**config.mk**
```make
export PLATFORM = sky130hd
export DESIGN_NAME = snoop_order_by_mesh_distance_unit_flat
export DESIGN_NICKNAME = d
export VERILOG_FILES = /design/src/design/sodist_pkg.sv /design/src/design/sodist_if.sv /design/src/design/sodist_lane.sv /design/src/design/sodist_pick.sv /design/src/design/snoop_order_by_mesh_distance_unit.sv /design/src/flat_wrapper.sv
export VERILOG_INCLUDE_DIRS = /design/src /design/src/design
export SDC_FILE = /design/constraint.sdc
export NUM_CORES = 1
export LEC_CHECK = 0
export ABC_CLOCK_PERIOD_IN_PS = 12200
export BUFFER_PORTS_ARGS = -buffer_cell sky130_fd_sc_hd__buf_2
export CAP_MARGIN = 10
export CORE_MARGIN = 2
export CORE_UTILIZATION = 42
export DETAILED_ROUTE_END_ITERATION = 10
export GPL_TIMING_DRIVEN = 0
export HOLD_SLACK_MARGIN = 0.03
export PLACE_DENSITY_LB_ADDON = 0.1
export SYNTH_ARGS = -nofsm -noshare
export SYNTH_HDL_FRONTEND = slang
export SYNTH_HIERARCHICAL = 1
export SYNTH_SLANG_ARGS = --single-unit
```
**constraint.sdc**
```tcl
create_clock -name i_clk -period 12.2 [get_ports i_clk]
set_input_delay 1.22 -clock i_clk [delete_from_list [all_inputs] [get_ports i_clk]]
set_output_delay 1.22 -clock i_clk [all_outputs]
set_load 0.05 [all_outputs]
```
**src/design/assert_macros.svh**
```systemverilog
// assertion macros shared by the snoop ordering design
`ifndef ASSERT_MACROS_SVH
`define ASSERT_MACROS_SVH

// checked on every clock edge outside reset
`define SODIST_ASSERT_RST(lbl, clk, rst_n, prop, msg) \
    lbl: assert property (@(posedge clk) disable iff (!rst_n) prop) else $error(msg);

// checked on every clock edge, reset included
`define SODIST_ASSERT_ALWAYS(lbl, clk, prop, msg) \
    lbl: assert property (@(posedge clk) prop) else $error(msg);

`endif

```
**src/design/sodist_pkg.sv**
```systemverilog
// package: types, constants and coordinate helpers for snoop ordering
package sodist_pkg;

    localparam int NODE_COUNT = 16;
    localparam int NODE_W     = 4;
    // rows and columns stay below 8 for every supported mesh width
    localparam int COORD_W    = 3;
    localparam int KEY_W      = 5;
    // largest key: two distances of at most 8 hops each
    localparam logic [KEY_W-1:0] KEY_MAX = 5'd16;

    typedef enum logic [1:0] {
        ST_IDLE,
        ST_LOAD,
        ST_SCAN
    } t_state;

    // control shared by the top level with every lane
    typedef struct packed {
        logic               load;
        logic               three;
        logic               mcast;
        logic [COORD_W-1:0] src_row;
        logic [COORD_W-1:0] src_col;
        logic [COORD_W-1:0] fin_row;
        logic [COORD_W-1:0] fin_col;
        logic [KEY_W-1:0]   scan_key;
    } t_lane_ctl;

    // row of a node: independent range compares, no divider
    function automatic logic [COORD_W-1:0] node_row(input logic [NODE_W-1:0] node,
                                                    input int w);
        logic [COORD_W-1:0] row;
        row = '0;
        for (int r = 0; r < NODE_COUNT; r++) begin
            if (int'(node) >= r * w && int'(node) < (r + 1) * w) begin
                row = COORD_W'(r);
            end
        end
        return row;
    endfunction

    // column of a node: id less row times width
    function automatic logic [COORD_W-1:0] node_col(input logic [NODE_W-1:0] node,
                                                    input int w);
        return COORD_W'(int'(node) - int'(node_row(node, w)) * w);
    endfunction

endpackage

```
**src/design/sodist_if.sv**
```systemverilog
// handshake interfaces for request and snoop result channels
interface sodist_req_if import sodist_pkg::*; ();
    logic              valid;
    logic              ready;
    logic [NODE_COUNT-1:0] sharer_mask;
    logic [NODE_W-1:0] source_node;
    logic [NODE_W-1:0] final_node;
    logic              three_hop_mode;
    logic              multicast_mode;

    modport source (output valid, sharer_mask, source_node, final_node,
                    three_hop_mode, multicast_mode, input ready);
    modport sink   (input valid, sharer_mask, source_node, final_node,
                    three_hop_mode, multicast_mode, output ready);
endinterface

interface sodist_snp_if import sodist_pkg::*; ();
    logic              valid;
    logic              ready;
    logic [NODE_W-1:0] node_id;
    logic              last;

    modport source (output valid, node_id, last, input ready);
    modport sink   (input valid, node_id, last, output ready);
endinterface

```
**src/design/sodist_lane.sv**
```systemverilog
// one lane: distance key and pending flag for a single mesh node
module sodist_lane import sodist_pkg::*; #(
    parameter int NODE       = 0,
    parameter int MESH_WIDTH = 4
) (
    input  logic      i_clk,
    input  logic      i_rst_n,
    input  t_lane_ctl i_ctl,
    input  logic      i_mask_bit,
    input  logic      i_grant,
    output logic      o_match,
    output logic      o_pend
);

    localparam logic [COORD_W-1:0] ROW = COORD_W'(NODE / MESH_WIDTH);
    localparam logic [COORD_W-1:0] COL = COORD_W'(NODE % MESH_WIDTH);

    logic [KEY_W-1:0]   r_key;
    logic               r_pend;
    logic [COORD_W-1:0] w_dr_src;
    logic [COORD_W-1:0] w_dc_src;
    logic [COORD_W-1:0] w_dr_fin;
    logic [COORD_W-1:0] w_dc_fin;
    logic [KEY_W-1:0]   n_key;

    // absolute coordinate differences to source and final node
    always_comb begin
        w_dr_src = (ROW > i_ctl.src_row) ? ROW - i_ctl.src_row : i_ctl.src_row - ROW;
        w_dc_src = (COL > i_ctl.src_col) ? COL - i_ctl.src_col : i_ctl.src_col - COL;
        w_dr_fin = (ROW > i_ctl.fin_row) ? ROW - i_ctl.fin_row : i_ctl.fin_row - ROW;
        w_dc_fin = (COL > i_ctl.fin_col) ? COL - i_ctl.fin_col : i_ctl.fin_col - COL;
    end

    // key; multicast puts every node on key zero so ids come out ascending
    always_comb begin
        n_key = KEY_W'(w_dr_src) + KEY_W'(w_dc_src);
        if (i_ctl.three) begin
            n_key = n_key + KEY_W'(w_dr_fin) + KEY_W'(w_dc_fin);
        end
        if (i_ctl.mcast) begin
            n_key = '0;
        end
    end

    // pending flag: set from the mask at load, cleared when granted
    always_ff @(posedge i_clk) begin
        if (!i_rst_n) begin
            r_pend <= 1'b0;
        end else if (i_ctl.load) begin
            r_pend <= i_mask_bit;
        end else if (i_grant) begin
            r_pend <= 1'b0;
        end
    end

    always_ff @(posedge i_clk) begin
        if (i_ctl.load) begin
            r_key <= n_key;
        end
    end

    assign o_match = r_pend && (r_key == i_ctl.scan_key);
    assign o_pend  = r_pend;

endmodule

```
**src/design/sodist_pick.sv**
```systemverilog
// merge stage: lowest matching node id wins the output slot
module sodist_pick import sodist_pkg::*; (
    input  logic [NODE_COUNT-1:0] i_match,
    output logic [NODE_COUNT-1:0] o_grant,
    output logic [NODE_W-1:0]     o_id,
    output logic                  o_any
);

    // priority encode from the top down so the lowest id is kept
    always_comb begin
        o_id = '0;
        for (int i = NODE_COUNT - 1; i >= 0; i--) begin
            if (i_match[i]) begin
                o_id = NODE_W'(i);
            end
        end
    end

    assign o_any   = |i_match;
    assign o_grant = o_any ? (NODE_COUNT'(1) << o_id) : '0;

endmodule

```
**src/design/snoop_order_by_mesh_distance_unit.sv**
```systemverilog
// top level: orders the sharers of one request by mesh distance
//
// Request channel i_req carries a sharer mask, source and final node and
// two mode flags; result channel o_snp returns one sharer id per
// transaction, with last set on the final one of the request. A request
// with an empty mask is taken and gives no result.
// Sixteen lanes, one per node, register each sharer's key in the cycle
// after acceptance. A key counter then walks upwards from zero; at each key
// value the lowest pending id whose key matches is sent, and the counter
// moves on only when no pending lane matches. The scan ends once no lane
// is pending, so an empty mask passes through load and scan back to idle.
// The first result is registered in the scan state at the earliest, after
// the load state that follows acceptance. A new request is taken once the
// last result of the previous one sits in the output register. A stalled
// receiver holds the output register and the scan waits with it. Reset
// empties the output register, returns to idle and holds the request
// channel not ready.
`include "assert_macros.svh"

module snoop_order_by_mesh_distance_unit import sodist_pkg::*; #(
    parameter int MESH_WIDTH = 4
) (
    input  logic i_clk,
    input  logic i_rst_n,
    sodist_req_if.sink   i_req,
    sodist_snp_if.source o_snp
);

    t_state                r_state;
    t_state                n_state;
    logic                  r_three;
    logic                  r_mcast;
    logic [NODE_COUNT-1:0] r_mask;
    logic [COORD_W-1:0]    r_src_row;
    logic [COORD_W-1:0]    r_src_col;
    logic [COORD_W-1:0]    r_fin_row;
    logic [COORD_W-1:0]    r_fin_col;
    logic [KEY_W-1:0]      r_scan;
    logic                  r_out_valid;
    logic [NODE_W-1:0]     r_out_id;
    logic                  r_out_last;

    t_lane_ctl             w_ctl;
    logic [NODE_COUNT-1:0] w_match;
    logic [NODE_COUNT-1:0] w_pend;
    logic [NODE_COUNT-1:0] w_grant;
    logic [NODE_W-1:0]     w_id;
    logic                  w_any;
    logic                  w_accept;
    logic                  w_slot;
    logic                  w_emit;
    logic                  w_last;

    assign i_req.ready = (r_state == ST_IDLE) && i_rst_n;
    assign w_accept    = i_req.valid && i_req.ready;
    assign w_slot      = !r_out_valid || o_snp.ready;
    assign w_emit      = (r_state == ST_SCAN) && w_any && w_slot;
    assign w_last      = ((w_pend & ~w_grant) == '0);

    // state register
    always_ff @(posedge i_clk) begin
        if (!i_rst_n) begin
            r_state <= ST_IDLE;
        end else begin
            r_state <= n_state;
        end
    end

    // next state
    always_comb begin
        n_state = r_state;
        case (r_state)
            ST_IDLE: begin
                if (w_accept) begin
                    n_state = ST_LOAD;
                end
            end
            ST_LOAD: begin
                n_state = ST_SCAN;
            end
            ST_SCAN: begin
                if (w_pend == '0 || (w_emit && w_last)) begin
                    n_state = ST_IDLE;
                end
            end
            default: begin
                n_state = ST_IDLE;
            end
        endcase
    end

    // request capture with source and final coordinates
    always_ff @(posedge i_clk) begin
        if (w_accept) begin
            r_mask    <= i_req.sharer_mask;
            r_three   <= i_req.three_hop_mode;
            r_mcast   <= i_req.multicast_mode;
            r_src_row <= node_row(i_req.source_node, MESH_WIDTH);
            r_src_col <= node_col(i_req.source_node, MESH_WIDTH);
            r_fin_row <= node_row(i_req.final_node, MESH_WIDTH);
            r_fin_col <= node_col(i_req.final_node, MESH_WIDTH);
        end
    end

    // key counter: restarts at load, steps when no pending lane matches
    always_ff @(posedge i_clk) begin
        if (!i_rst_n) begin
            r_scan <= '0;
        end else if (r_state == ST_LOAD) begin
            r_scan <= '0;
        end else if (r_state == ST_SCAN && !w_any && w_pend != '0) begin
            r_scan <= r_scan + 1'b1;
        end
    end

    always_comb begin
        w_ctl.load     = (r_state == ST_LOAD);
        w_ctl.three    = r_three;
        w_ctl.mcast    = r_mcast;
        w_ctl.src_row  = r_src_row;
        w_ctl.src_col  = r_src_col;
        w_ctl.fin_row  = r_fin_row;
        w_ctl.fin_col  = r_fin_col;
        w_ctl.scan_key = r_scan;
    end

    // one lane per node
    for (genvar g = 0; g < NODE_COUNT; g++) begin : g_lane
        sodist_lane #(
            .NODE       (g),
            .MESH_WIDTH (MESH_WIDTH)
        ) u_lane (
            .i_clk      (i_clk),
            .i_rst_n    (i_rst_n),
            .i_ctl      (w_ctl),
            .i_mask_bit (r_mask[g]),
            .i_grant    (w_grant[g] && w_emit),
            .o_match    (w_match[g]),
            .o_pend     (w_pend[g])
        );
    end

    sodist_pick u_pick (
        .i_match (w_match),
        .o_grant (w_grant),
        .o_id    (w_id),
        .o_any   (w_any)
    );

    // output register
    always_ff @(posedge i_clk) begin
        if (!i_rst_n) begin
            r_out_valid <= 1'b0;
        end else if (w_emit) begin
            r_out_valid <= 1'b1;
        end else if (o_snp.ready) begin
            r_out_valid <= 1'b0;
        end
    end

    always_ff @(posedge i_clk) begin
        if (w_emit) begin
            r_out_id   <= w_id;
            r_out_last <= w_last;
        end
    end

    assign o_snp.valid   = r_out_valid;
    assign o_snp.node_id = r_out_id;
    assign o_snp.last    = r_out_last;

    // checks
    `SODIST_ASSERT_RST(a_grant_onehot, i_clk, i_rst_n, $onehot0(w_grant), "grant not one-hot")
    `SODIST_ASSERT_RST(a_last_to_idle, i_clk, i_rst_n, (w_emit && w_last) |=> (r_state == ST_IDLE), "no idle after last transaction")
    `SODIST_ASSERT_RST(a_scan_range, i_clk, i_rst_n, (r_state == ST_SCAN) |-> (r_scan <= KEY_MAX), "key counter overran")
    `SODIST_ASSERT_ALWAYS(a_emit_slot, i_clk, w_emit |-> w_slot, "result sent into a full output register")

endmodule

```
**src/flat_wrapper.sv**
```systemverilog
// flat-port wrapper written by rule: the top's interface ports become plain ports
module snoop_order_by_mesh_distance_unit_flat import sodist_pkg::*;
#(
    parameter int MESH_WIDTH = 4
)
  (i_clk, i_rst_n, i_req_valid, i_req_sharer_mask, i_req_source_node, i_req_final_node, i_req_three_hop_mode, i_req_multicast_mode, i_req_ready, o_snp_valid, o_snp_node_id, o_snp_last, o_snp_ready);
  sodist_req_if i_req_i ();
  sodist_snp_if o_snp_i ();
  input  logic i_clk;
  input  logic i_rst_n;
  input wire logic [$bits(i_req_i.valid)-1:0] i_req_valid;
  input wire logic [$bits(i_req_i.sharer_mask)-1:0] i_req_sharer_mask;
  input wire logic [$bits(i_req_i.source_node)-1:0] i_req_source_node;
  input wire logic [$bits(i_req_i.final_node)-1:0] i_req_final_node;
  input wire logic [$bits(i_req_i.three_hop_mode)-1:0] i_req_three_hop_mode;
  input wire logic [$bits(i_req_i.multicast_mode)-1:0] i_req_multicast_mode;
  output wire logic [$bits(i_req_i.ready)-1:0] i_req_ready;
  output wire logic [$bits(o_snp_i.valid)-1:0] o_snp_valid;
  output wire logic [$bits(o_snp_i.node_id)-1:0] o_snp_node_id;
  output wire logic [$bits(o_snp_i.last)-1:0] o_snp_last;
  input wire logic [$bits(o_snp_i.ready)-1:0] o_snp_ready;
  assign i_req_i.valid = i_req_valid;
  assign i_req_i.sharer_mask = i_req_sharer_mask;
  assign i_req_i.source_node = i_req_source_node;
  assign i_req_i.final_node = i_req_final_node;
  assign i_req_i.three_hop_mode = i_req_three_hop_mode;
  assign i_req_i.multicast_mode = i_req_multicast_mode;
  assign i_req_ready = i_req_i.ready;
  assign o_snp_valid = o_snp_i.valid;
  assign o_snp_node_id = o_snp_i.node_id;
  assign o_snp_last = o_snp_i.last;
  assign o_snp_i.ready = o_snp_ready;
  snoop_order_by_mesh_distance_unit #(.MESH_WIDTH(MESH_WIDTH)) u_core (.i_clk(i_clk), .i_rst_n(i_rst_n), .i_req(i_req_i), .o_snp(o_snp_i));
endmodule
```
Word-level counts from Yosys, hierarchy flattened
Index checks and enable logic that the tools add are counted.
Widths: inputs -> output; s select.
{"block": "op_classes", "addsub": 79, "magnitude_cmp": 26, "n_eq_ne": 20, "n_shift": 1, "n_mux": 94, "n_bitwise": 3, "reduce_logical": 71}
{"cell": "$add 4x3->5", "count": 16}
{"cell": "$add 5x3->5", "count": 16}
{"cell": "$eq 5x5->1", "count": 16}
{"cell": "$mux 5", "count": 16}
{"cell": "$add 3x3->4", "count": 16}
{"cell": "$mux 4", "count": 16}
{"cell": "$mux 3", "count": 16}
{"cell": "$logic_and 1x1->1", "count": 43}
{"cell": "$mux 1", "count": 38}
{"cell": "$reduce_bool 2->1", "count": 17}
{"cell": "$logic_not 16->1", "count": 2}
{"cell": "$and 16x16->16", "count": 1}
{"cell": "$ge 4x4->1 const B", "count": 4}
{"cell": "$lt 4x4->1 const B", "count": 4}
{"cell": "$mux 16", "count": 1}
{"cell": "$not 16->16", "count": 1}
{"cell": "$reduce_bool 16->1", "count": 1}
{"cell": "$reduce_or 16->1", "count": 1}
{"cell": "$shl 1x4->16 const A", "count": 1}
{"cell": "$gt 1x3->1 const A", "count": 4}
{"cell": "$gt 2x3->1 const A", "count": 4}
{"cell": "$mux 2", "count": 6}
{"cell": "$sub 1x2->3 const A", "count": 4}
{"cell": "$sub 1x3->3 const A", "count": 4}
{"cell": "22 further kinds", "count": 46}
{"block": "word_totals", "regBits": 137, "output_inout_bits": 7, "word_cells": 338}

Longest topological paths before layout
Gate-level depths: netlist of the first run.
{"block": "logic_depth", "ltp_word": 27, "ltp_mapped": 15}

Cells and area by module
Netlist of the first run, hierarchy kept.
{"mod": "sodist_lane (u_core.g_lane[6].u_lane ...)", "n_inst": 2, "cells_each": 103, "area_each_um2": 968.4}
{"mod": "sodist_lane (u_core.g_lane[2].u_lane ...)", "n_inst": 2, "cells_each": 94, "area_each_um2": 928.4}
{"mod": "sodist_lane (u_core.g_lane[11].u_lane ...)", "n_inst": 2, "cells_each": 95, "area_each_um2": 908.4}
{"mod": "snoop_order_by_mesh_distance_unit", "n_inst": 1, "cells_each": 128, "area_each_um2": 1699.1}
{"mod": "sodist_lane (u_core.g_lane[13].u_lane ...)", "n_inst": 2, "cells_each": 90, "area_each_um2": 784.5}
{"mod": "sodist_lane (u_core.g_lane[10].u_lane)", "n_inst": 1, "cells_each": 102, "area_each_um2": 1072.3}
{"mod": "sodist_lane (u_core.g_lane[5].u_lane)", "n_inst": 1, "cells_each": 101, "area_each_um2": 858.3}
{"mod": "sodist_lane (u_core.g_lane[1].u_lane)", "n_inst": 1, "cells_each": 92, "area_each_um2": 819.5}
{"mod": "sodist_lane (u_core.g_lane[4].u_lane)", "n_inst": 1, "cells_each": 93, "area_each_um2": 814.5}
{"mod": "sodist_lane (u_core.g_lane[0].u_lane)", "n_inst": 1, "cells_each": 81, "area_each_um2": 763.2}
{"mod": "sodist_lane (u_core.g_lane[12].u_lane)", "n_inst": 1, "cells_each": 84, "area_each_um2": 758.2}
{"mod": "sodist_lane (u_core.g_lane[3].u_lane)", "n_inst": 1, "cells_each": 83, "area_each_um2": 753.2}
{"mod": "sodist_lane (u_core.g_lane[15].u_lane)", "n_inst": 1, "cells_each": 82, "area_each_um2": 728.2}
{"mod": "sodist_pick", "n_inst": 1, "cells_each": 70, "area_each_um2": 396.6}

Least setup slack after synthesis of the first run
Ideal clock, no wire load.
{"block": "synth_path", "kind": "flip-flop to flip-flop", "start": "register u_core.r_state[0]", "end": "register u_core.r_scan[0]", "setup_ns": 0.125, "arrival_ns": 5.541, "slack_ns": 6.534, "stages_incl_launch_ff": 4, "path_cell_list": "dfxtp_1 > nor2b_1 > nand2b_1 > a21oi_1"}
{"block": "synth_between", "elab_chain_cells": 3}
{"item": "start, declared", "line_no": "snoop_order_by_mesh_distance_unit.sv:29", "rtl": "t_state r_state;"}
{"item": "start signal, assigned", "line_no": "snoop_order_by_mesh_distance_unit.sv:65", "rtl": "r_state <= n_state;"}
{"item": "$eq 2x2->1", "line_no": "snoop_order_by_mesh_distance_unit.sv:111", "rtl": "end else if (r_state == ST_SCAN && !w_any && w_pend != '0) begin"}
{"item": "$logic_and 1x1->1 (2 in a row)", "line_no": "snoop_order_by_mesh_distance_unit.sv:111"}
{"item": "end signal, assigned", "line_no": "snoop_order_by_mesh_distance_unit.sv:112", "rtl": "r_scan <= r_scan + 1'b1;"}
{"item": "end, declared", "line_no": "snoop_order_by_mesh_distance_unit.sv:38", "rtl": "logic [KEY_W-1:0] r_scan;"}
Several ways; a longest one is shown, not always the timed one.
A chain may end at the register's enable or synchronous reset.

Worst setup path in the final report of the first run
{"block": "layout_path", "start": "register u_core.r_src_col[0]", "end": "register u_core.g_lane[8].u_lane.r_key[2], data pin"}
{"block": "layout_between", "elab_chain_cells": 6}
{"item": "start, declared", "line_no": "snoop_order_by_mesh_distance_unit.sv:35", "rtl": "logic [COORD_W-1:0] r_src_col;"}
{"item": "start signal, assigned", "line_no": "snoop_order_by_mesh_distance_unit.sv:99", "rtl": "r_src_col <= node_col(i_req.source_node, MESH_WIDTH);"}
{"item": "$sub 1x3->3 or $gt 1x3->1 (tied branches)", "line_no": "sodist_lane.sv:29", "rtl": "w_dc_src = (COL > i_ctl.src_col) ? COL - i_ctl.src_col : i_ctl.src_col - COL;"}
{"item": "$mux 3 (*)", "line_no": "sodist_lane.sv:29"}
{"item": "$add 3x3->4 (*)", "line_no": "sodist_lane.sv:36", "rtl": "n_key = KEY_W'(w_dr_src) + KEY_W'(w_dc_src);"}
{"item": "$add 4x3->5", "line_no": "sodist_lane.sv:38", "rtl": "n_key = n_key + KEY_W'(w_dr_fin) + KEY_W'(w_dc_fin);"}
{"item": "$add 5x3->5", "line_no": "sodist_lane.sv:38"}
{"item": "$mux 5 (*)", "line_no": "sodist_lane.sv:37", "rtl": "if (i_ctl.three) begin"}
{"item": "end signal, assigned", "line_no": "sodist_lane.sv:58", "rtl": "r_key <= n_key;"}
{"item": "end, declared", "line_no": "sodist_lane.sv:18", "rtl": "logic [KEY_W-1:0] r_key;"}
Mark *: on every way between the ends. The rest lies on a longest branch, timed or not.

==> results.ini, run 1 <==
[route]
wl_mm=36.5
ant_nets=0
post_drt_wl_per_cell_um=15.4
drt-initial-drc-count=432
vias=11700
viasPerCell=4.92
drc_errors=0
firstDrtPassIters=7

[layout]
layout_common_cells=inv_1, ha_1, edfxtp_1
final_common_cell=inv_1
drive_above_1_share_pct=10.8
synthToLayoutAreaGrowth_pct=16.9
design_area_um2=18500
layout.nets=2198

[timing]
drv_slew=0
relSlewSlack_pct=41.2
rsz0062_at_grt=no
timing.fmax_mhz=239
fin_crit_sh_pct=34.4
finClkSkew_ns=0.0113
finalHoldViolCount=0
tightest_slew_ns=0.881
setup_violations=0
period_needed_ns=4.19
fin_setup_tns_ns=0

[run_status]
outcome=completed

[clock_network]
post_cts_resize_count=0
clk_pin_slew_worst_paths_ns=0.06
cts_root_buf=clkbuf_16
holdBufCountCts=0
postCtsSetupBuffers=0
clock-sinks=137
ctsHtreeMaxLevel=4
cts_buffers=17
insertion_delay_ns=0.43
cts_buffer_depth=2
cts_tree=built

[power]
cellPowerDensity_nw_per_um2=114
internal_power_mw=1.35
clkPwrFrac_pct=25.6
ir_worst_vdd_mv=0.0828
p_switching_uw=763
sw_frac_of_total_pct=36.0
p_total_mw=2.12
combPwrFrac_pct=45.9
power_frac_seq_pct=28.5
p_leak_nw=8.87

[synth]
ys_ff_latch=137
synth_compound_area_share_pct=12.1
ys_types=58
synth_area_per_cell_um2=9.43
synth.area.top_cells=edfxtp_1, ha_1, fa_1
synth_cells=1680
synth-simple-area-share_pct=13.8
synthMuxAreaShare_pct=4.84
yosys.area.top_type=edfxtp_1
yosysWarnings=6
syn-cell-area_um2=15800
yosysSeqAreaShare_pct=24.5
synth_top_family_by_area=adder cells
synth_fa_ha_area_share_pct=29.1
synth_top_cell_area_share_pct=21.4
synthXorXnorAreaFrac_pct=7.96

[placement]
dp_hpwl_mm=28.7
place_area_um2=17900
io_buffer_count=32
place.gp.congestion=0.833

[setup_path]
cp.required_ns=12.49
cp_max_fo=20
startpoint_type=flip-flop
crit_type=reg2reg
cp.arrival_ns=4.48
cp-end-kind=flip-flop

[die]
die-height_um=198
die_w_um=198
num_rows=71
die_area_um2=39300
core-area_um2=37400
io_pins=37
start_util_pct=42.4

[run]
cap_violations=0

[global_routing]
grt_pass1_wl_mm=60.0
grt_max_degree=34
grt_pass1_vias=11700
antenna_found_initial=0
grt_use_total_pct=19.5
gr-total-overflow=0

[min_path]
hold_path_class=reg2reg

==> layout make-up <==
cell class | instances | area [µm²]
Timing Repair Buffer | 67 | 1100
Inverter | 291 | 1090
Buffer | 29 | 136
Tap cell | 511 | 639
Multi-Input combinational cell | 1304 | 11100
Sequential cell | 137 | 3870
Antenna cell | 1 | 2.50
Fill cell | 3533 | 18900
Clock buffer | 17 | 425
Clock inverter | 15 | 190
==> final timing paths <==
check / from / end / slack, ns / depth (start not counted)
hold reg to reg: u_core/r_mask[14] / u_core/g_lane[14].u_lane/o_pend / 0.51 / 2
setup reg to reg: u_core/r_src_col[0] / u_core/g_lane[8].u_lane/r_key[2] / 8.01 / 15
setup / recovery: u_core/r_src_col[0] / u_core/g_lane[8].u_lane/r_key[2] / 8.01 / 15
hold / removal: u_core/r_mask[14] / u_core/g_lane[14].u_lane/o_pend / 0.51 / 2
==> cell usage after synthesis, drive strengths merged <==
cell     instances
a211oi          13
a21boi           2
a21o            32
a21oi          101
a221oi           1
a31o            16
a31oi           16
and2            25
and2b            1
and3            18
and4             1
buf             11
clkbuf          18
conb             1
dfxtp           24
edfxtp         113
fa              80
ha             241
inv            291
mux2            26
mux2i           41
nand2           86
nand2b          32
nand3           27
nand3b           1
nand4            2
nor2           103
nor2b           39
nor3            30
nor3b           25
nor4            22
o2111ai          5
o211ai           1
o21a            14
o21ai           51
o21bai           1
o2bb2ai         16
o311ai           1
o31ai            2
or3              5
or4              1
xnor2           72
xor2            72
==> routing by layer <==
metal  track usage [%]  part of all wire [%]  vias to the layer above  wire length, µm
li1                  -                     -                     5926                -
met1              26.4                    49                     5608            17900
met2              34.2                    48                      108            17500
met3              2.10                   2.2                       23              814
met4              3.09                  0.86                        0              313
met5                 0                     0                        -                0
==> sequential cells by signal, indices dropped and copies added, names as in the netlist, 3 cells and up <==
register / flops
u_core/g_lane.u_lane/r_key: 80
u_core/r_mask: 16
u_core/r_scan: 5
u_core/o_snp.node_id: 4
u_core/g_lane.u_lane/o_pend: 16
u_core/r_src_col: 3
u_core/r_fin_col: 3
==> critical path, cell delays in order (launching register included) <==
cell and delay [ns]:
edfxtp_1 0.87, buf_16 0.24, inv_1 0.06, ha_1 0.19, ha_1 0.18, nor2_1 0.12, a31o_2 0.18, inv_1 0.05
fa_1 0.51, fa_1 0.56, inv_1 0.04, ha_1 0.20, inv_1 0.07, fa_1 0.39, mux2_2 0.28, nor2_1 0.08
==> power groups by stage <==
| stage | sequential [mW] | clock [mW] | combinational, mW |
|---|---|---|---|
| 5_1_grt | 0.608 | 0.573 | 1.13 |
| 3_5_place_dp | 0.614 | 0 | 0.983 |
| 3_3_place_gp | 0.660 | 0 | 0.876 |
| 4_1_cts | 0.604 | 0.553 | 0.988 |
| 6_report | 0.604 | 0.542 | 0.971 |
| 2_1_floorplan | 0.625 | 0 | 0.730 |
==> metrics by stage <==
stage	hold slack (ns)	setup slack, ns	instances	util [%]
after floorplan	0.476	6.53	1761	-
after global routing	0.528	7.72	2371	49.5
after CTS	0.508	7.93	2370	49.4
final	0.507	8.01	2372	49.5
after detailed placement	0.492	7.95	2338	47.8
after global placement	0.485	4.18	2304	45.3
==> cells by family after synthesis <==
group | Yosys count
buf+inv | 320
mux | 67
xor+xnor | 144
other cells | 1
simple gates | 418
flops | 137
compound gates | 272
fa+ha+maj | 321
Note: power is estimated with default switching activity, not from simulation.
==> inputs of run 2 (changes only) <==
Settings changed: ABC_AREA set to 1, ABC_CLOCK_PERIOD_IN_PS 12200 to 3440.
Clock period 12.2 ns to 3.44 ns, I/O delays scaled along.
==> run 2 against run 1 <==
Compared with the run above: sequential power rose to 3.3 times the previous value; largest power group unchanged; worst hold slack worse by 0.42 ns; the run now ends with negative setup slack left; clock power grew to 3.6 times the previous value; clock-buffer cell count increased by 1; first-iteration DRC count up 91%; via count increased by 25%; non-clock buffer count grew 115; setup slack worse by 8.2 ns.
==> results.ini, run 2 <==
[power]
p_total_mw=7.31  ; was 2.12 mW
cellPowerDensity_nw_per_um2=335  ; was 114 nW/µm²
sw_frac_of_total_pct=35.9  ; was 36.0%
p_leak_nw=10.4  ; was 8.87 nW
p_switching_mw=2.62  ; was 763 µW
internal_power_mw=4.69  ; was 1.35 mW
ir_worst_vdd_mv=0.310  ; was 0.0828 mV
clkPwrFrac_pct=27.0  ; was 25.6%
combPwrFrac_pct=45.4  ; was 45.9%
power_frac_seq_pct=27.6  ; was 28.5%

[run]
cap_violations=0  ; unchanged

[global_routing]
grt_pass1_wl_mm=67.5  ; was 60.0 mm
antenna_found_initial=0  ; unchanged
gr-total-overflow=0  ; unchanged
grt_max_degree=39  ; was 34
grt_pass1_vias=13900  ; was 11.7k
grt_use_total_pct=20.6  ; was 19.5%

[min_path]
hold-path-cell-count=1  ; was 2
worstHoldStart=i_req_source_node[3]  ; was u_core/r_mask[14]
min_to=u_core/r_src_row[1]  ; was u_core/g_lane[14].u_lane/o_pend
hold_path_class=in2reg  ; was reg2reg

[layout]
max_flop_register=u_core/g_lane.u_lane/r_key  ; unchanged
final_common_cell=nand2_1  ; was inv_1
antenna-diode-count=0  ; was 1
drive_above_1_share_pct=25.0  ; was 10.8%
largest_reg_flops=80  ; unchanged
finalNonFillerCells=3045  ; was 2,372
synthToLayoutAreaGrowth_pct=31.5  ; was 16.9%
layout_common_cells=nand2_1, inv_1, ha_1  ; was inv_1, ha_1, edfxtp_1
layout.nets=2865  ; was 2,198

[timing]
rsz0062_at_grt=yes  ; was no
period_needed_ns=3.61  ; was 4.19 ns
drv_slew=0  ; unchanged
finClkSkew_ns=0.0103  ; was 0.0113 ns
setup_violations=31  ; was 0
fin_hold_ws_ns=0.0832  ; was 0.507 ns
fin_crit_sh_pct=105  ; was 34.4%
worst_slack_ns=-0.174  ; was 8.01 ns
timing.fmax_mhz=277  ; was 239 MHz
fin_setup_tns_ns=-2.74  ; was 0 ns
tightest_slew_ns=0.852  ; was 0.881 ns
finalHoldViolCount=0  ; unchanged
relSlewSlack_pct=43.2  ; was 41.2%

[synth]
synthFlopType=edfxtp_1  ; unchanged
synth_top_cell_area_share_pct=20.4  ; was 21.4%
yosysWarnings=6  ; unchanged
synth_area_per_cell_um2=7.46  ; was 9.43 µm²
synth-async-reset-ratio_pct=0  ; unchanged
syn-cell-area_um2=16600  ; was 15,800 µm²
synth_cells=2227  ; was 1,680
ys_ff_latch=137  ; unchanged
synth.area.top_cells=edfxtp_1, ha_1, inv_1  ; was edfxtp_1, ha_1, fa_1
ys_types=48  ; was 58
synth-edff-count=113  ; unchanged
yosysSeqAreaShare_pct=23.3  ; was 24.5%
yosys.area.top_type=edfxtp_1  ; unchanged
synth_most_common_cell=inv_1  ; unchanged
synth_common_cells=inv_1, nand2_1, ha_1  ; was inv_1, ha_1, edfxtp_1

[die]
num_rows=72  ; was 71
die_area_um2=41200  ; was 39,300 µm²
die_w_um=203  ; was 198 µm
core-area_um2=38800  ; was 37,400 µm²
start_util_pct=42.8  ; was 42.4%
io_pins=37  ; unchanged
die-height_um=203  ; was 198 µm

[placement]
place.gp.congestion=0.802  ; was 0.833
dp_hpwl_mm=32.0  ; was 28.7 mm
io_buffer_count=32  ; unchanged
dpl_worst_slack_ns=-0.658  ; was 7.95 ns
dp.cells=2881  ; was 2,338

[route]
ant_nets=0  ; unchanged
vias=14500  ; was 11.7k
drc_errors=0  ; unchanged
drt-initial-drc-count=825  ; was 432
wl_mm=44.5  ; was 36.5 mm
post_drt_wl_per_cell_um=14.6  ; was 15.4 µm
viasPerCell=4.77  ; was 4.92
firstDrtPassIters=5  ; was 7

[clock_network]
cts_root_buf=clkbuf_16  ; unchanged
cts_buffer_depth=2  ; unchanged
clock-sinks=137  ; unchanged
cts_tree=built  ; unchanged
cts_buffers=17  ; unchanged
clk_pin_slew_worst_paths_ns=0.06  ; about the same
ctsHtreeMaxLevel=4  ; unchanged
holdBufCountCts=0  ; unchanged
insertion_delay_ns=0.43  ; about the same

[setup_path]
max_stage_delay_ns=0.43  ; was 0.87 ns
critPathTopFamily=adder cells  ; unchanged
startpoint_type=flip-flop  ; unchanged
worstReg2RegEnd=u_core/g_lane[1].u_lane/r_key[3]  ; was u_core/g_lane[8].u_lane/r_key[2]
cp.required_ns=3.73  ; was 12.49 ns
cp.arrival_ns=3.90  ; was 4.48 ns
critPathBufInv=6  ; was 5
cp-end-kind=flip-flop  ; unchanged
r2r_slack_ns=-0.17  ; was 8.01 ns
cp_slowest_cell=fa_1  ; was edfxtp_1
rr_startpoint=u_core/r_src_row[1]  ; was u_core/r_src_col[0]
cp_max_fo=6  ; was 20
crit_type=reg2reg  ; unchanged
crit_top_cell=ha_4  ; was inv_1
crit_chain=buf_12 -> buf_6 -> inv_6 -> ha_4 -> ha_4 -> or2_4 -> o21ai_4 -> fa_1 -> inv_2 -> fa_1 -> inv_2 -> ha_4 -> inv_4 -> fa_2 -> or2_1 -> nand3_1 -> nand2_1 -> nor2_1  ; was buf_16 -> inv_1 -> ha_1 -> ha_1 -> nor2_1 -> a31o_2 -> inv_1 -> fa_1 -> fa_1 -> inv_1 -> ha_1 -> inv_1 -> fa_1 -> mux2_2 -> nor2_1
reg2reg_depth=18  ; was 15

[run_status]
violations=negative setup slack
outcome=complete, but fails checks  ; was completed

-- run 2: area by class of cell --
type | count | area, µm²
fill | 3460 | 17000
multi-input combinational | 1594 | 12100
sequential | 137 | 3890
timing repair buffer | 197 | 2390
inverter | 553 | 2180
tap | 518 | 648
clock buffer | 18 | 429
clock inverter | 14 | 196
buffer | 14 | 52.6
-- run 2: worst max path at each step --
stage | slack [ns] | endpoint | startpoint | cells past startpoint
floorplan | -0.54 | u_core/g_lane[12].u_lane/r_key[3] | u_core/r_src_col[1] | 17
global placement | -1.83 | u_core/g_lane[7].u_lane/r_key[3] | u_core/r_src_row[0] | 14
detailed placement | -0.66 | u_core/g_lane[12].u_lane/r_key[3] | u_core/r_src_col[1] | 18
CTS | -0.14 | u_core/g_lane[12].u_lane/r_key[3] | u_core/r_src_row[1] | 16
global route | -0.33 | u_core/g_lane[1].u_lane/r_key[3] | u_core/r_src_row[1] | 18
finish | -0.17 | u_core/g_lane[1].u_lane/r_key[3] | u_core/r_src_row[1] | 18
-- run 2: power by group through the flow --
stage / logic, mW / clock network, mW / registers [mW]
6_report: 3.32 / 1.97 / 2.02
4_1_cts: 2.93 / 2.01 / 2.02
5_1_grt: 3.76 / 2.07 / 2.03
3_3_place_gp: 2.45 / 0 / 2.17
2_1_floorplan: 2.04 / 0 / 2.08
3_5_place_dp: 2.72 / 0 / 2.08
-- run 2: layer usage --
metal | track usage (%) | vias up | wire [µm]
met2 | 36.5 | 192 | 21700
met4 | 4.20 | 0 | 605
li1 | - | 7454 | -
met5 | 0 | - | 0
met3 | 1.70 | 41 | 1390
met1 | 27.4 | 6846 | 20900
-- run 2: metrics by stage --
| step | instance area, µm² | utilization (%) |
|---|---|---|
| after detailed placement | 18800 | 48.4 |
| after global routing | 21800 | 56.2 |
| after CTS | 20200 | 52.1 |
| final | 21800 | 56.2 |
| after global placement | 17900 | 46.2 |
| after floorplan | 17100 | - |
-- run 2: logic make-up (layout without fill, tap and decap cells) --
| family | after synthesis | in the layout | share of synthesized area [%] |
|---|---|---|---|
| AO/OA/AOI/OAI | 272 | 272 | 10.3 |
| adder cells (fa/ha/maj) | 321 | 321 | 27.8 |
| other | 1 | 73 | 0.0226 |
| XOR/XNOR | 58 | 58 | 3.10 |
| buffers and inverters | 568 | 796 | 12.9 |
| flip-flops | 137 | 137 | 23.3 |
| AND/OR/NAND/NOR | 870 | 870 | 22.5 |
-- run 2: worst reg2reg max path, cell delays in order, from the launching register on --
cell	delay [ns]
edfxtp_1	0.42
buf_12	0.17
buf_6	0.12
inv_6	0.03
ha_4	0.15
ha_4	0.15
or2_4	0.26
o21ai_4	0.18
fa_1	0.42
inv_2	0.08
fa_1	0.43
inv_2	0.08
ha_4	0.14
inv_4	0.03
fa_2	0.37
or2_1	0.23
nand3_1	0.06
nand2_1	0.05
nor2_1	0.11
-- run 2: what timing repair did --
action	CTS	global route
pin swaps	54	111
setup buffers	51	80
setup endpoints to repair	75	46
resized for setup	107	190
gates cloned	1	4
==> inputs of run 3 (changes only) <==
Settings changed: ABC_CLOCK_PERIOD_IN_PS 3440 to 3400, SLEW_MARGIN set to 0.
Clock period 3.44 ns to 3.4 ns, I/O delays scaled along.
==> run 3 against run 2 <==
Compared with the run above: the run still ends with negative setup slack left; flip-flop and latch count stayed put; sequential share of layout area is 0.087 points lower; clock power hardly changed; sequential power hardly changed; wire length is 0.70% lower; non-clock buffer count is 7 higher; register-to-register slack hardly changed; total power is 2.2% higher; global-route usage is 0.26 points higher; critical path depth stayed put; combinational power is 5% higher; clock skew is 0.0087 ns higher; critical endpoint is now u_core/g_lane[11].u_lane/r_key[3]; largest cell class unchanged; largest power group unchanged; highest routed layer unchanged.
==> results.ini, run 3 (synthesized netlist as in run 2, its figures left out) <==
[run_status]
outcome=complete, but fails checks  ; unchanged
violations=negative setup slack  ; unchanged

[run]
cap_violations=0  ; unchanged

[placement]
dp_hpwl_mm=30.9  ; was 32.0 mm
dp.cells=2880  ; was 2,881
io_buffer_count=32  ; unchanged
place.gp.congestion=0.821  ; was 0.802

[layout]
max_flop_register=u_core/g_lane.u_lane/r_key  ; unchanged
finalNonFillerCells=3052  ; was 3,045
drive_above_1_share_pct=26.3  ; was 25.0%
final_common_cell=nand2_1  ; unchanged
largest_reg_flops=80  ; unchanged
synthToLayoutAreaGrowth_pct=32.0  ; was 31.5%
antenna-diode-count=0  ; unchanged
layout.nets=2872  ; was 2,865
fillers=3524  ; was 3,460
layout_common_cells=nand2_1, inv_1, nor2_1  ; was nand2_1, inv_1, ha_1
ff_latch_area_um2=3890  ; about the same
multi_input_area_um2=12200  ; was 12,100 µm²

[setup_path]
critPathBufInv=8  ; was 6
cp_slowest_cell=fa_2  ; was fa_1
cp_max_fo=5  ; was 6
cp-end-kind=flip-flop  ; unchanged
crit_chain=buf_8 -> buf_12 -> buf_16 -> buf_6 -> ha_4 -> nand3_2 -> nand2_2 -> inv_2 -> fa_2 -> fa_1 -> inv_1 -> ha_2 -> inv_2 -> fa_2 -> inv_2 -> a21oi_2 -> o21ai_1 -> nand2_1  ; was buf_12 -> buf_6 -> inv_6 -> ha_4 -> ha_4 -> or2_4 -> o21ai_4 -> fa_1 -> inv_2 -> fa_1 -> inv_2 -> ha_4 -> inv_4 -> fa_2 -> or2_1 -> nand3_1 -> nand2_1 -> nor2_1
crit_type=reg2reg  ; unchanged
crit_top_cell=inv_2  ; was ha_4
critPathTopFamily=adder cells  ; unchanged
max_stage_delay_ns=0.55  ; was 0.43 ns
startpoint_type=flip-flop  ; unchanged
cp.arrival_ns=3.76  ; was 3.90 ns
cp.required_ns=3.58  ; was 3.73 ns

[global_routing]
grt_use_total_pct=20.8  ; was 20.6%
grt_pass1_vias=13900  ; about the same
antenna_found_initial=0  ; unchanged
gr-total-overflow=0  ; unchanged
grt_max_degree=37  ; was 39
grt_pass1_wl_mm=68.2  ; was 67.5 mm

[route]
wl_mm=44.2  ; was 44.5 mm
post_drt_wl_per_cell_um=14.5  ; was 14.6 µm
ant_nets=0  ; unchanged
viasPerCell=4.72  ; was 4.77
drc_errors=0  ; unchanged
vias=14400  ; was 14.5k
drt-initial-drc-count=766  ; was 825
firstDrtPassIters=5  ; unchanged

[clock_network]
cts_tree=built  ; unchanged
insertion_delay_ns=0.43  ; about the same
cts_buffer_depth=2  ; unchanged
clock-sinks=137  ; unchanged
holdBufCountCts=0  ; unchanged
cts_buffers=17  ; unchanged
cts_root_buf=clkbuf_16  ; unchanged
ctsHtreeMaxLevel=4  ; unchanged
clk_pin_slew_worst_paths_ns=0.07  ; was 0.06 ns

[die]
num_rows=72  ; unchanged
core-area_um2=38800  ; unchanged
die-height_um=203  ; unchanged
die_area_um2=41200  ; unchanged
start_util_pct=42.8  ; unchanged
io_pins=37  ; unchanged
die_w_um=203  ; unchanged

[power]
p_total_mw=7.47  ; was 7.31 mW
p_switching_mw=2.71  ; was 2.62 mW
internal_power_mw=4.77  ; was 4.69 mW
ir_worst_vdd_mv=0.288  ; was 0.310 mV
clkPwrFrac_pct=26.0  ; was 27.0%
power_frac_seq_pct=27.3  ; was 27.6%
sw_frac_of_total_pct=36.2  ; was 35.9%
p_leak_nw=10.4  ; about the same
cellPowerDensity_nw_per_um2=341  ; was 335 nW/µm²
combPwrFrac_pct=46.7  ; was 45.4%

[min_path]
hold_path_class=in2reg  ; unchanged

[timing]
finClkSkew_ns=0.0191  ; was 0.0103 ns
worst_slack_ns=-0.185  ; was -0.174 ns
finalHoldViolCount=0  ; unchanged
relSlewSlack_pct=33.0  ; was 43.2%
tightest_slew_ns=1.01  ; was 0.852 ns
fin_crit_sh_pct=105  ; about the same
setup_violations=31  ; unchanged
rsz0062_at_grt=yes  ; unchanged
period_needed_ns=3.58  ; was 3.61 ns
drv_slew=0  ; unchanged
timing.fmax_mhz=279  ; was 277 MHz

run 3: metal layers:
layer	GRT usage [%]	wire length, µm	vias to the layer above
met3	2.50	949	34
met2	35.9	21200	137
li1	-	-	7479
met5	0	0	-
met4	4.74	622	0
met1	27.9	21500	6756
run 3: final cells by class:
cell class              instances  area share (%)
clock buffers                  17            1.94
repair buffers                203            10.5
clock inverters                15           0.862
well taps                     518            2.96
flip-flops and latches        137            17.7
plain buffers                  15           0.262
inverters                     553            10.1
multi-input cells            1594            55.7
run 3: timing repair:
| item | in CTS | in global routing |
|---|---|---|
| hold endpoints to repair | 0 | 0 |
| setup buffers | 74 | 65 |
| setup endpoints to repair | 75 | 52 |
| cloned | 3 | 5 |
| resized for setup | 163 | 190 |
| pin swaps | 84 | 133 |
run 3: path summary, 6_finish.rpt:
check                                   from  cells after the start  slack (ns)                           endpoint
max                      u_core/r_src_row[1]                     18       -0.18  u_core/g_lane[11].u_lane/r_key[3]
min                     i_req_source_node[2]                      1        0.08                u_core/r_src_row[0]
max reg2reg              u_core/r_src_row[1]                     18       -0.18  u_core/g_lane[11].u_lane/r_key[3]
min reg2reg  u_core/g_lane[15].u_lane/o_pend                      2        0.51    u_core/g_lane[15].u_lane/o_pend
run 3: stage by stage:
step / setup slack [ns] / hold WS [ns] / util (%) / instance area, µm² / TNS [ns]
after floorplan: -0.583 / 0.439 / - / 17200 / -20.77
after global placement: -1.88 / 0.500 / 46.3 / 18000 / -108.37
after detailed placement: -0.681 / 0.503 / 48.4 / 18800 / -25.15
after CTS: -0.170 / 0.0691 / 53.0 / 20600 / -2.98
after global routing: -0.321 / 0.0761 / 56.5 / 21900 / -7.67
final: -0.185 / 0.0801 / 56.5 / 21900 / -3.27
run 3: power by group through the flow:
stage	clock (mW)	sequential [mW]	combinational, mW
floorplan	0	2.11	2.07
detailed placement	0	2.09	2.77
global route	2.05	2.05	3.96
finish	1.94	2.04	3.49
global placement	0	2.19	2.50
CTS	1.99	2.04	3.08
